`src/tcph_pkg.sv`:
```
`default_nettype none
// ----------------------------------------------------------------------------
// tcph_pkg: shared types and constants
// Phase codes, flags and the result record of the TPKT/COTP PDU header parser.
// ----------------------------------------------------------------------------
package tcph_pkg;

    typedef enum logic [3:0] {
        PH_TPKT      = 4'd0,
        PH_COTP_LEN  = 4'd1,
        PH_COTP_TYPE = 4'd2,
        PH_SKIP      = 4'd3,
        PH_PDU_ID    = 4'd4,
        PH_CLASSIC   = 4'd5,
        PH_PLUS_HDR  = 4'd6,
        PH_DIGEST    = 4'd7,
        PH_OPCODE    = 4'd8,
        PH_DRAIN     = 4'd9
    } t_phase;

    typedef enum logic [1:0] {
        KIND_NONE     = 2'd0,
        KIND_CLASSIC  = 2'd1,
        KIND_PLUS     = 2'd2,
        KIND_REJECTED = 2'd3
    } t_kind;

    localparam logic [7:0] TPKT_VERSION = 8'h03;
    localparam logic [7:0] ID_CLASSIC   = 8'h32;
    localparam logic [7:0] ID_PLUS      = 8'h72;
    localparam logic [3:0] COTP_DT      = 4'hF;
    localparam logic [7:0] ROS_ACK      = 8'h02;
    localparam logic [7:0] ROS_ACK_DATA = 8'h03;
    localparam logic [15:0] MIN_LENGTH  = 16'd4;

    typedef struct packed {
        logic        dir;
        t_kind       kind;
        logic        hdr_valid;
        logic [7:0]  rosctr;
        logic [15:0] pdu_ref;
        logic [7:0]  err_class;
        logic [7:0]  err_code;
        logic        func_present;
        logic [7:0]  func_code;
        logic        op_present;
        logic [7:0]  opcode;
    } t_result;

endpackage
`default_nettype wire

```
`src/tpkt_cotp_pdu_header_parser.sv`:
```
`default_nettype none
// ----------------------------------------------------------------------------
// tpkt_cotp_pdu_header_parser: ISO-on-TCP frame header parser
// Tracks TPKT/COTP framing per direction and reports PDU header fields.
// ----------------------------------------------------------------------------
// Takes one stream byte per cycle for either direction while the result queue
// has room; each byte updates that direction's frame state. A frame's result is
// registered into a four-entry result queue that feeds the output port;
// input stalls only while that queue is full. A bad version or short length
// gives one rejection result, after which all bytes are taken and dropped.
module tpkt_cotp_pdu_header_parser (
    input  wire logic        i_clk,
    input  wire logic        i_rst_n,
    input  wire logic        i_valid,
    output logic             o_ready,
    input  wire logic        i_direction,
    input  wire logic [7:0]  i_payload_byte,
    input  wire logic        i_chunk_last,
    output logic             o_valid,
    input  wire logic        i_ready,
    output logic             o_result_direction,
    output logic [1:0]       o_frame_kind,
    output logic             o_header_valid,
    output logic [7:0]       o_rosctr,
    output logic [15:0]      o_pdu_ref,
    output logic [7:0]       o_error_class,
    output logic [7:0]       o_error_code,
    output logic             o_func_present,
    output logic [7:0]       o_func_code,
    output logic             o_opcode_present,
    output logic [7:0]       o_opcode
);
    import tcph_pkg::*;

    t_result res, q_out;
    logic    res_valid, q_full, unused_last;

    assign unused_last = i_chunk_last;

    tcph_parser u_parser (
        .i_clk(i_clk), .i_rst_n(i_rst_n), .i_valid(i_valid), .o_ready(o_ready),
        .i_dir(i_direction), .i_byte(i_payload_byte),
        .o_res_valid(res_valid), .o_res(res), .i_q_full(q_full)
    );

    tcph_queue u_queue (
        .i_clk(i_clk), .i_rst_n(i_rst_n), .i_push(res_valid), .i_data(res),
        .o_full(q_full), .o_valid(o_valid), .i_pop(i_ready), .o_data(q_out)
    );

    assign o_result_direction = q_out.dir;
    assign o_frame_kind       = q_out.kind;
    assign o_header_valid     = q_out.hdr_valid;
    assign o_rosctr           = q_out.rosctr;
    assign o_pdu_ref          = q_out.pdu_ref;
    assign o_error_class      = q_out.err_class;
    assign o_error_code       = q_out.err_code;
    assign o_func_present     = q_out.func_present;
    assign o_func_code        = q_out.func_code;
    assign o_opcode_present   = q_out.op_present;
    assign o_opcode           = q_out.opcode;

    a_no_push_when_full: assert property (@(posedge i_clk) disable iff (!i_rst_n)
        q_full |-> !o_ready) else $error("input taken with full queue");
    a_hdr_needs_classic: assert property (@(posedge i_clk) disable iff (!i_rst_n)
        (o_valid && o_header_valid) |-> (o_frame_kind == KIND_CLASSIC))
        else $error("header valid on non-classic result");
    a_codes_exclusive: assert property (@(posedge i_clk) disable iff (!i_rst_n)
        o_valid |-> !(o_func_present && o_opcode_present))
        else $error("function and opcode both present");
endmodule
`default_nettype wire

```
`src/tcph_parser.sv`:
```
`default_nettype none
// ----------------------------------------------------------------------------
// tcph_parser: front end
// Accepts one byte per cycle while the queue has room, walks the per-direction
// frame state and emits a result record on frame completion or stream rejection.
// ----------------------------------------------------------------------------
module tcph_parser (
    input  wire logic              i_clk,
    input  wire logic              i_rst_n,
    input  wire logic              i_valid,
    output logic                   o_ready,
    input  wire logic              i_dir,
    input  wire logic [7:0]        i_byte,
    output logic                   o_res_valid,
    output tcph_pkg::t_result      o_res,
    input  wire logic              i_q_full
);
    import tcph_pkg::*;

    logic [15:0] r_pos   [2];
    logic [15:0] r_len   [2];
    logic [7:0]  r_cotp  [2];
    logic [7:0]  r_skip  [2];
    t_phase      r_ph    [2];
    logic [7:0]  r_ros   [2];
    logic [15:0] r_ref   [2];
    logic [15:0] r_plen  [2];
    logic [7:0]  r_ecl   [2];
    logic [7:0]  r_eco   [2];
    logic [7:0]  r_fc    [2];
    logic [7:0]  r_op    [2];
    logic        r_fcl   [2];
    logic        r_fpl   [2];
    logic        r_fhdr  [2];
    logic        r_fcode [2];
    logic        r_rej;

    logic [15:0] n_pos, n_len, n_ref, n_plen;
    logic [7:0]  n_cotp, n_skip, n_ros, n_ecl, n_eco, n_fc, n_op, k;
    t_phase      n_ph;
    logic        n_fcl, n_fpl, n_fhdr, n_fcode, rej_now, done, ack, fire, d;
    logic [15:0] len3;

    assign o_ready = !i_q_full;
    assign fire    = i_valid && o_ready && !r_rej;
    assign d       = i_dir;

    always_comb begin
        n_pos = r_pos[d]; n_len = r_len[d]; n_cotp = r_cotp[d]; n_skip = r_skip[d];
        n_ph = r_ph[d]; n_ros = r_ros[d]; n_ref = r_ref[d]; n_plen = r_plen[d];
        n_ecl = r_ecl[d]; n_eco = r_eco[d]; n_fc = r_fc[d]; n_op = r_op[d];
        n_fcl = r_fcl[d]; n_fpl = r_fpl[d]; n_fhdr = r_fhdr[d]; n_fcode = r_fcode[d];
        rej_now = 1'b0;
        k = r_skip[d] + 8'd1;
        ack = (r_ros[d] == ROS_ACK) || (r_ros[d] == ROS_ACK_DATA);
        len3 = {r_len[d][15:8], i_byte};
        case (r_ph[d])
            PH_TPKT: begin
                if (r_pos[d] == 16'd0) n_ros = i_byte;
                else if (r_pos[d] == 16'd2) n_len = {i_byte, 8'd0};
                else if (r_pos[d] == 16'd3) begin
                    n_len = len3;
                    n_ros = 8'd0;
                    if (r_ros[d] != TPKT_VERSION || len3 < MIN_LENGTH) rej_now = 1'b1;
                    else n_ph = PH_COTP_LEN;
                end
            end
            PH_COTP_LEN: begin
                n_cotp = i_byte;
                n_ph = PH_COTP_TYPE;
            end
            PH_COTP_TYPE: begin
                if (i_byte[7:4] != COTP_DT) n_ph = PH_DRAIN;
                else if (r_cotp[d] > 8'd1) begin
                    n_skip = r_cotp[d] - 8'd1;
                    n_ph = PH_SKIP;
                end else n_ph = PH_PDU_ID;
            end
            PH_SKIP: begin
                n_skip = r_skip[d] - 8'd1;
                if (n_skip == 8'd0) n_ph = PH_PDU_ID;
            end
            PH_PDU_ID: begin
                n_skip = 8'd0;
                if (i_byte == ID_CLASSIC) begin
                    n_fcl = 1'b1; n_ph = PH_CLASSIC;
                end else if (i_byte == ID_PLUS) begin
                    n_fpl = 1'b1; n_ph = PH_PLUS_HDR;
                end else n_ph = PH_DRAIN;
            end
            PH_CLASSIC: begin
                n_skip = k;
                // fields are plain loads into a capture that is cleared when each frame ends
                case (k)
                    8'd1:  n_ros = i_byte;
                    8'd4:  n_ref[15:8] = i_byte;
                    8'd5:  n_ref[7:0] = i_byte;
                    8'd6:  n_plen[15:8] = i_byte;
                    8'd7:  n_plen[7:0] = i_byte;
                    8'd9:  n_fhdr = 1'b1;
                    8'd10: if (ack) n_ecl = i_byte;
                    8'd11: if (ack) n_eco = i_byte;
                    default: ;
                endcase
                if (k == (ack ? 8'd12 : 8'd10)) begin
                    if (r_plen[d] != 16'd0) begin
                        n_fc = i_byte; n_fcode = 1'b1;
                    end
                    n_ph = PH_DRAIN;
                end
            end
            PH_PLUS_HDR: begin
                n_skip = k;
                if (k == 8'd4) begin
                    if (i_byte == 8'd0) n_ph = PH_OPCODE;
                    else begin
                        n_skip = i_byte; n_ph = PH_DIGEST;
                    end
                end
            end
            PH_DIGEST: begin
                n_skip = r_skip[d] - 8'd1;
                if (n_skip == 8'd0) n_ph = PH_OPCODE;
            end
            PH_OPCODE: begin
                n_op = i_byte; n_fcode = 1'b1; n_ph = PH_DRAIN;
            end
            default: ;
        endcase
        n_pos = r_pos[d] + 16'd1;
        done = !rej_now && (n_ph != PH_TPKT) && (n_pos == n_len);
    end

    always_comb begin
        o_res = '0;
        o_res.dir = d;
        if (rej_now) o_res.kind = KIND_REJECTED;
        else begin
            o_res.kind = n_fcl ? KIND_CLASSIC : (n_fpl ? KIND_PLUS : KIND_NONE);
            o_res.hdr_valid = n_fcl && n_fhdr;
            if (n_fcl && n_fhdr) begin
                o_res.rosctr = n_ros; o_res.pdu_ref = n_ref;
                o_res.err_class = n_ecl; o_res.err_code = n_eco;
            end
            o_res.func_present = n_fcl && n_fcode;
            o_res.func_code = (n_fcl && n_fcode) ? n_fc : 8'd0;
            o_res.op_present = n_fpl && n_fcode;
            o_res.opcode = (n_fpl && n_fcode) ? n_op : 8'd0;
        end
    end
    assign o_res_valid = fire && (rej_now || done);

    always_ff @(posedge i_clk) begin
        if (!i_rst_n) begin
            r_rej <= 1'b0;
            for (int i = 0; i < 2; i++) begin
                r_pos[i] <= '0; r_len[i] <= '0; r_cotp[i] <= '0; r_skip[i] <= '0;
                r_ph[i] <= PH_TPKT; r_ros[i] <= '0; r_ref[i] <= '0; r_plen[i] <= '0;
                r_ecl[i] <= '0; r_eco[i] <= '0; r_fc[i] <= '0; r_op[i] <= '0;
                r_fcl[i] <= 1'b0; r_fpl[i] <= 1'b0; r_fhdr[i] <= 1'b0;
                r_fcode[i] <= 1'b0;
            end
        end else if (fire) begin
            if (rej_now) r_rej <= 1'b1;
            if (done) begin
                r_pos[d] <= '0; r_len[d] <= '0; r_cotp[d] <= '0; r_skip[d] <= '0;
                r_ph[d] <= PH_TPKT; r_ros[d] <= '0; r_ref[d] <= '0; r_plen[d] <= '0;
                r_ecl[d] <= '0; r_eco[d] <= '0; r_fc[d] <= '0; r_op[d] <= '0;
                r_fcl[d] <= 1'b0; r_fpl[d] <= 1'b0; r_fhdr[d] <= 1'b0;
                r_fcode[d] <= 1'b0;
            end else begin
                r_pos[d] <= n_pos; r_len[d] <= n_len; r_cotp[d] <= n_cotp;
                r_skip[d] <= n_skip; r_ph[d] <= n_ph; r_ros[d] <= n_ros;
                r_ref[d] <= n_ref; r_plen[d] <= n_plen; r_ecl[d] <= n_ecl;
                r_eco[d] <= n_eco; r_fc[d] <= n_fc; r_op[d] <= n_op;
                r_fcl[d] <= n_fcl; r_fpl[d] <= n_fpl; r_fhdr[d] <= n_fhdr;
                r_fcode[d] <= n_fcode;
            end
        end
    end
endmodule
`default_nettype wire

```
`src/tcph_queue.sv`:
```
`default_nettype none
// ----------------------------------------------------------------------------
// tcph_queue: result queue
// Four-entry FIFO of result records between the parser and the output port.
// ----------------------------------------------------------------------------
module tcph_queue (
    input  wire logic              i_clk,
    input  wire logic              i_rst_n,
    input  wire logic              i_push,
    input  wire tcph_pkg::t_result i_data,
    output logic                   o_full,
    output logic                   o_valid,
    input  wire logic              i_pop,
    output tcph_pkg::t_result      o_data
);
    import tcph_pkg::*;

    t_result    r_mem [4];
    logic [1:0] r_wp, r_rp;
    logic [2:0] r_cnt;
    logic       push, pop;

    assign o_full  = (r_cnt == 3'd4);
    assign o_valid = (r_cnt != 3'd0);
    assign o_data  = r_mem[r_rp];
    assign push    = i_push && !o_full;
    assign pop     = i_pop && o_valid;

    always_ff @(posedge i_clk) begin
        if (push) r_mem[r_wp] <= i_data;
    end

    always_ff @(posedge i_clk) begin
        if (!i_rst_n) begin
            r_wp <= '0; r_rp <= '0; r_cnt <= '0;
        end else begin
            if (push) r_wp <= r_wp + 2'd1;
            if (pop) r_rp <= r_rp + 2'd1;
            r_cnt <= r_cnt + {2'd0, push} - {2'd0, pop};
        end
    end
endmodule
`default_nettype wire
```
`config.mk`:
```
export PLATFORM = sky130hd
export DESIGN_NAME = tpkt_cotp_pdu_header_parser
export DESIGN_NICKNAME = d
export VERILOG_FILES = /design/src/tcph_pkg.sv /design/src/tpkt_cotp_pdu_header_parser.sv /design/src/tcph_parser.sv /design/src/tcph_queue.sv
export SDC_FILE = /design/constraint.sdc
export NUM_CORES = 1
export LEC_CHECK = 0
export BUFFER_PORTS_ARGS = -buffer_cell sky130_fd_sc_hd__buf_2
export CAP_MARGIN = 0
export CORE_ASPECT_RATIO = 1.4
export CORE_MARGIN = 2
export CORE_UTILIZATION = 30
export DETAILED_ROUTE_END_ITERATION = 6
export PLACE_DENSITY = 0.53
export SETUP_SLACK_MARGIN = 0.1
export SKIP_CTS_REPAIR_TIMING = 1
export SYNTH_ARGS = -nofsm -noshare
export SYNTH_HDL_FRONTEND = slang
export SYNTH_SLANG_ARGS = --single-unit
```
`constraint.sdc`:
```
create_clock -name i_clk -period 20 [get_ports i_clk]
set_input_delay 4 -clock i_clk [delete_from_list [all_inputs] [get_ports i_clk]]
set_output_delay 4 -clock i_clk [all_outputs]
set_load 0.01 [all_outputs]
```
==> metrics.yaml <==
clk_pin_slew_ns: 0.06
num_vias: 14500
io_buffer_count: 76
cap_violations: 0
pre_cts_ws_ns: 9.36
drtPass1Iterations: 5
cp.required_ns: 20.22
final-seq-area_um2: 15300
path_buf_inv: 5
start_util_pct: 30.2
placementRows: 122
grt_pass1_wl_um: 89800
cts.htree.levels: 2
hold_class: "reg -> reg"
post_drt_wl_per_cell_um: 20.3
clk_latency_ns: 0.61
grt_max_degree: 81
num-nets-final: 1816
vias_per_cell: 5.03
netlist_area_um2: 23800
cts_tree: "done"
cts_max_path_buffers: 3
crit_slowest_cell: "o31ai_1"
ys.warnings.count: 0
synth_largest_area_cell: "edfxtp_1"
track_usage_pct: 14.1
grt_pass1_vias: 15100
skew_ns: 0.0267
maxSlewHeadroom_pct: 23.4
die_area_um2: 81500
cp_top_family: "buffers and inverters"
post-route-period-util_pct: 50.0
drt_iter0_drc: 958
crit_top_cell: "buf_4"
fill_cells: 7738
status: "finished clean"
crit_chain: "clkbuf_8, buf_4, inv_1, buf_4, and3_1, o2111ai_2, mux2i_1, xnor2_1, a2111oi_0, nand4_1, o31ai_1, and2_4, buf_4"
multi_input_area_um2: 7980
root_buffer: "clkbuf_16"
power.leakage_nw: 9.89
ys_async_sr_fraction_pct: 0
fmaxAchievable_mhz: 100
critPathArrivalTime_ns: 10.22
core-area_um2: 78800
setup_ws_ns: 10.0
place.gp.congestion: 0.866
drc: 0
die_w_um: 242
cts_num_sinks: 514
synth_cell_types: 76
whs_ns: 0.460
synthFlopType: "edfxtp_1"
ys_ff_latch: 514
end_kind: "flip-flop"
worstPathMaxFanout: 62
drt_wl_total_um: 58400
synthToLayoutAreaGrowth_pct: 12.5
postRouteAntennaNets: 0
die_y_um: 337
synth_edf_count: 496
maxSlewViolCount: 0
dp_hpwl_um: 35400
grt_setup_unrepaired: "no"
synthDominantCellAreaShare_pct: 62.7
grt-ovfl-total: 0
finalSetupTns_ns: 0
avgSynthCellArea_um2: 13.7
powerDensity_nw_per_um2: 96.5
drive_gt1_share_pct: 16.5
crit_path_start_kind: "primary input"
fin_util_pct: 33.9
slowest_delay_ns: 0.80
max-vdd-ir-drop_mv: 0.0609
final_hold_viol_count: 0
syn-num-nets: 1767
tightest_slew_ns: 1.14
synthCells: 1735
cts_buffers: 49
antenna_found_initial: 3
synth-seq-area-share_pct: 64.2
synth.area.top_cells: "edfxtp_1 (63%), mux4_2 (5.9%), mux2i_1 (5.0%)"
fin_crit_ns: 10.00
finalSetupViolCount: 0
path_class: "in -> reg"
ioPinCount: 78
## per-stage QoR
stage / instance area, µm² / instances / total power, W
floorplan: 23800 / 1735 / 0.00159
global placement: 25200 / 2787 / 0.00170
detailed placement: 25200 / 2787 / 0.00170
CTS: 26700 / 2873 / 0.00261
global route: 26700 / 2874 / 0.00269
finish: 26700 / 2874 / 0.00258
## cell type report
| type | instances | share of cell area, % |
|---|---|---|
| sequential | 514 | 57.1 |
| clock inverter | 22 | 0.824 |
| multi-input combinational | 1094 | 29.8 |
| tap | 1054 | 4.93 |
| timing repair buffer | 96 | 2.02 |
| antenna | 1 | 0.00936 |
| inverter | 29 | 0.417 |
| clock buffer | 64 | 4.88 |
## cell usage after synthesis, drive strengths merged (33+ instances only)
library cell / count
mux4: 62
xnor2: 33
edfxtp: 496
mux2i: 119
buf: 50
mux2: 52
a21oi: 44
nor3: 68
o21ai: 54
nor2: 304
nand2: 90
clkbuf: 48
## where the power goes
part | switching (W) | total [W] | internal (W)
combinational | 0.000233 | 0.000380 | 0.000147
clock | 0.000396 | 0.000907 | 0.000510
sequential | 0.0000478 | 0.00129 | 0.00125
## layer usage
| metal | GRT usage, % | share of wire (%) | vias up |
|---|---|---|---|
| met1 | 16.6 | 40 | 7325 |
| met4 | 4.68 | 2.7 | 4 |
| met5 | 0 | 0.038 | - |
| li1 | - | - | 6687 |
| met2 | 26.2 | 52 | 351 |
| met3 | 2.32 | 4.8 | 100 |
## flip-flops by register name (all words and copies together) (netlist names), 2 cells and up, named ones only
register and cells:
u_parser.r_pos 32, u_parser.r_fhdr 2, u_parser.r_fc 16, u_parser.r_fcode 2, u_queue.r_cnt 3, u_parser.r_fpl 2
u_parser.r_cotp 16, u_queue.r_mem 248, u_parser.r_op 16, u_parser.r_ecl 16, u_parser.r_skip 16, u_parser.r_len 32
u_parser.r_plen 32, u_parser.r_eco 16, u_parser.r_ph 8, u_queue.r_rp 2, u_queue.r_wp 2, u_parser.r_ros 16
u_parser.r_fcl 2, u_parser.r_ref 32
## cells in the final DEF (no fill, tap or decap), types with 8 or more instances in the layout
| cell type | instances |
|---|---|
| a21oi_1 | 44 |
| a221oi_1 | 8 |
| and2_1 | 11 |
| buf_2 | 75 |
| buf_4 | 20 |
| clkbuf_1 | 14 |
| clkbuf_16 | 50 |
| clkinv_1 | 9 |
| dfxtp_1 | 16 |
| edfxtp_1 | 496 |
| ha_1 | 17 |
| inv_1 | 28 |
| mux2_2 | 52 |
| mux2i_1 | 119 |
| mux4_2 | 62 |
| nand2_1 | 90 |
| nand3_1 | 20 |
| nand3b_1 | 11 |
| nand4_1 | 13 |
| nor2_1 | 304 |
| nor2b_1 | 9 |
| nor3_1 | 67 |
| nor4_1 | 22 |
| o211ai_1 | 10 |
| o21ai_0 | 45 |
| o221ai_1 | 8 |
| or3_1 | 8 |
| xnor2_1 | 33 |
| xor2_1 | 17 |
## path summary, 6_finish.rpt
kind	slack, ns	to	depth (start not counted)	from
hold reg to reg	0.46	u_parser.r_fcl[1]$_DFF_P_	2	u_parser.r_fcl[1]$_DFF_P_
setup reg to reg	13.66	u_queue.r_mem[0][56]$_DFFE_PP_	13	u_parser.r_pos[0][0]$_SDFFCE_PN0P_
setup / recovery	10.0	u_queue.r_mem[0][56]$_DFFE_PP_	13	i_direction
hold / removal	0.46	u_parser.r_fcl[1]$_DFF_P_	2	u_parser.r_fcl[1]$_DFF_P_
## worst min-delay path: stages, from the launching register on
cell and delay, ns:
dfxtp_1 0.31, nand2_1 0.05, o21ai_1 0.05
## logic make-up (layout without fill, tap and decap cells)
logic type                 count (synthesis)  in the layout  share of synthesized area (%)
buffers and inverters                    127            211                           2.56
other                                      0              1                              0
AOI/OAI and AO/OA                        196            196                           5.69
muxes                                    233            233                           13.4
xor gates and xnor gates                  50             50                           1.84
DFF                                      514            514                           64.2
and+or+nand+nor                          597            597                           11.4
adders and majority gates                 18             18                          0.979
Power figures use the tool's default switching activity.
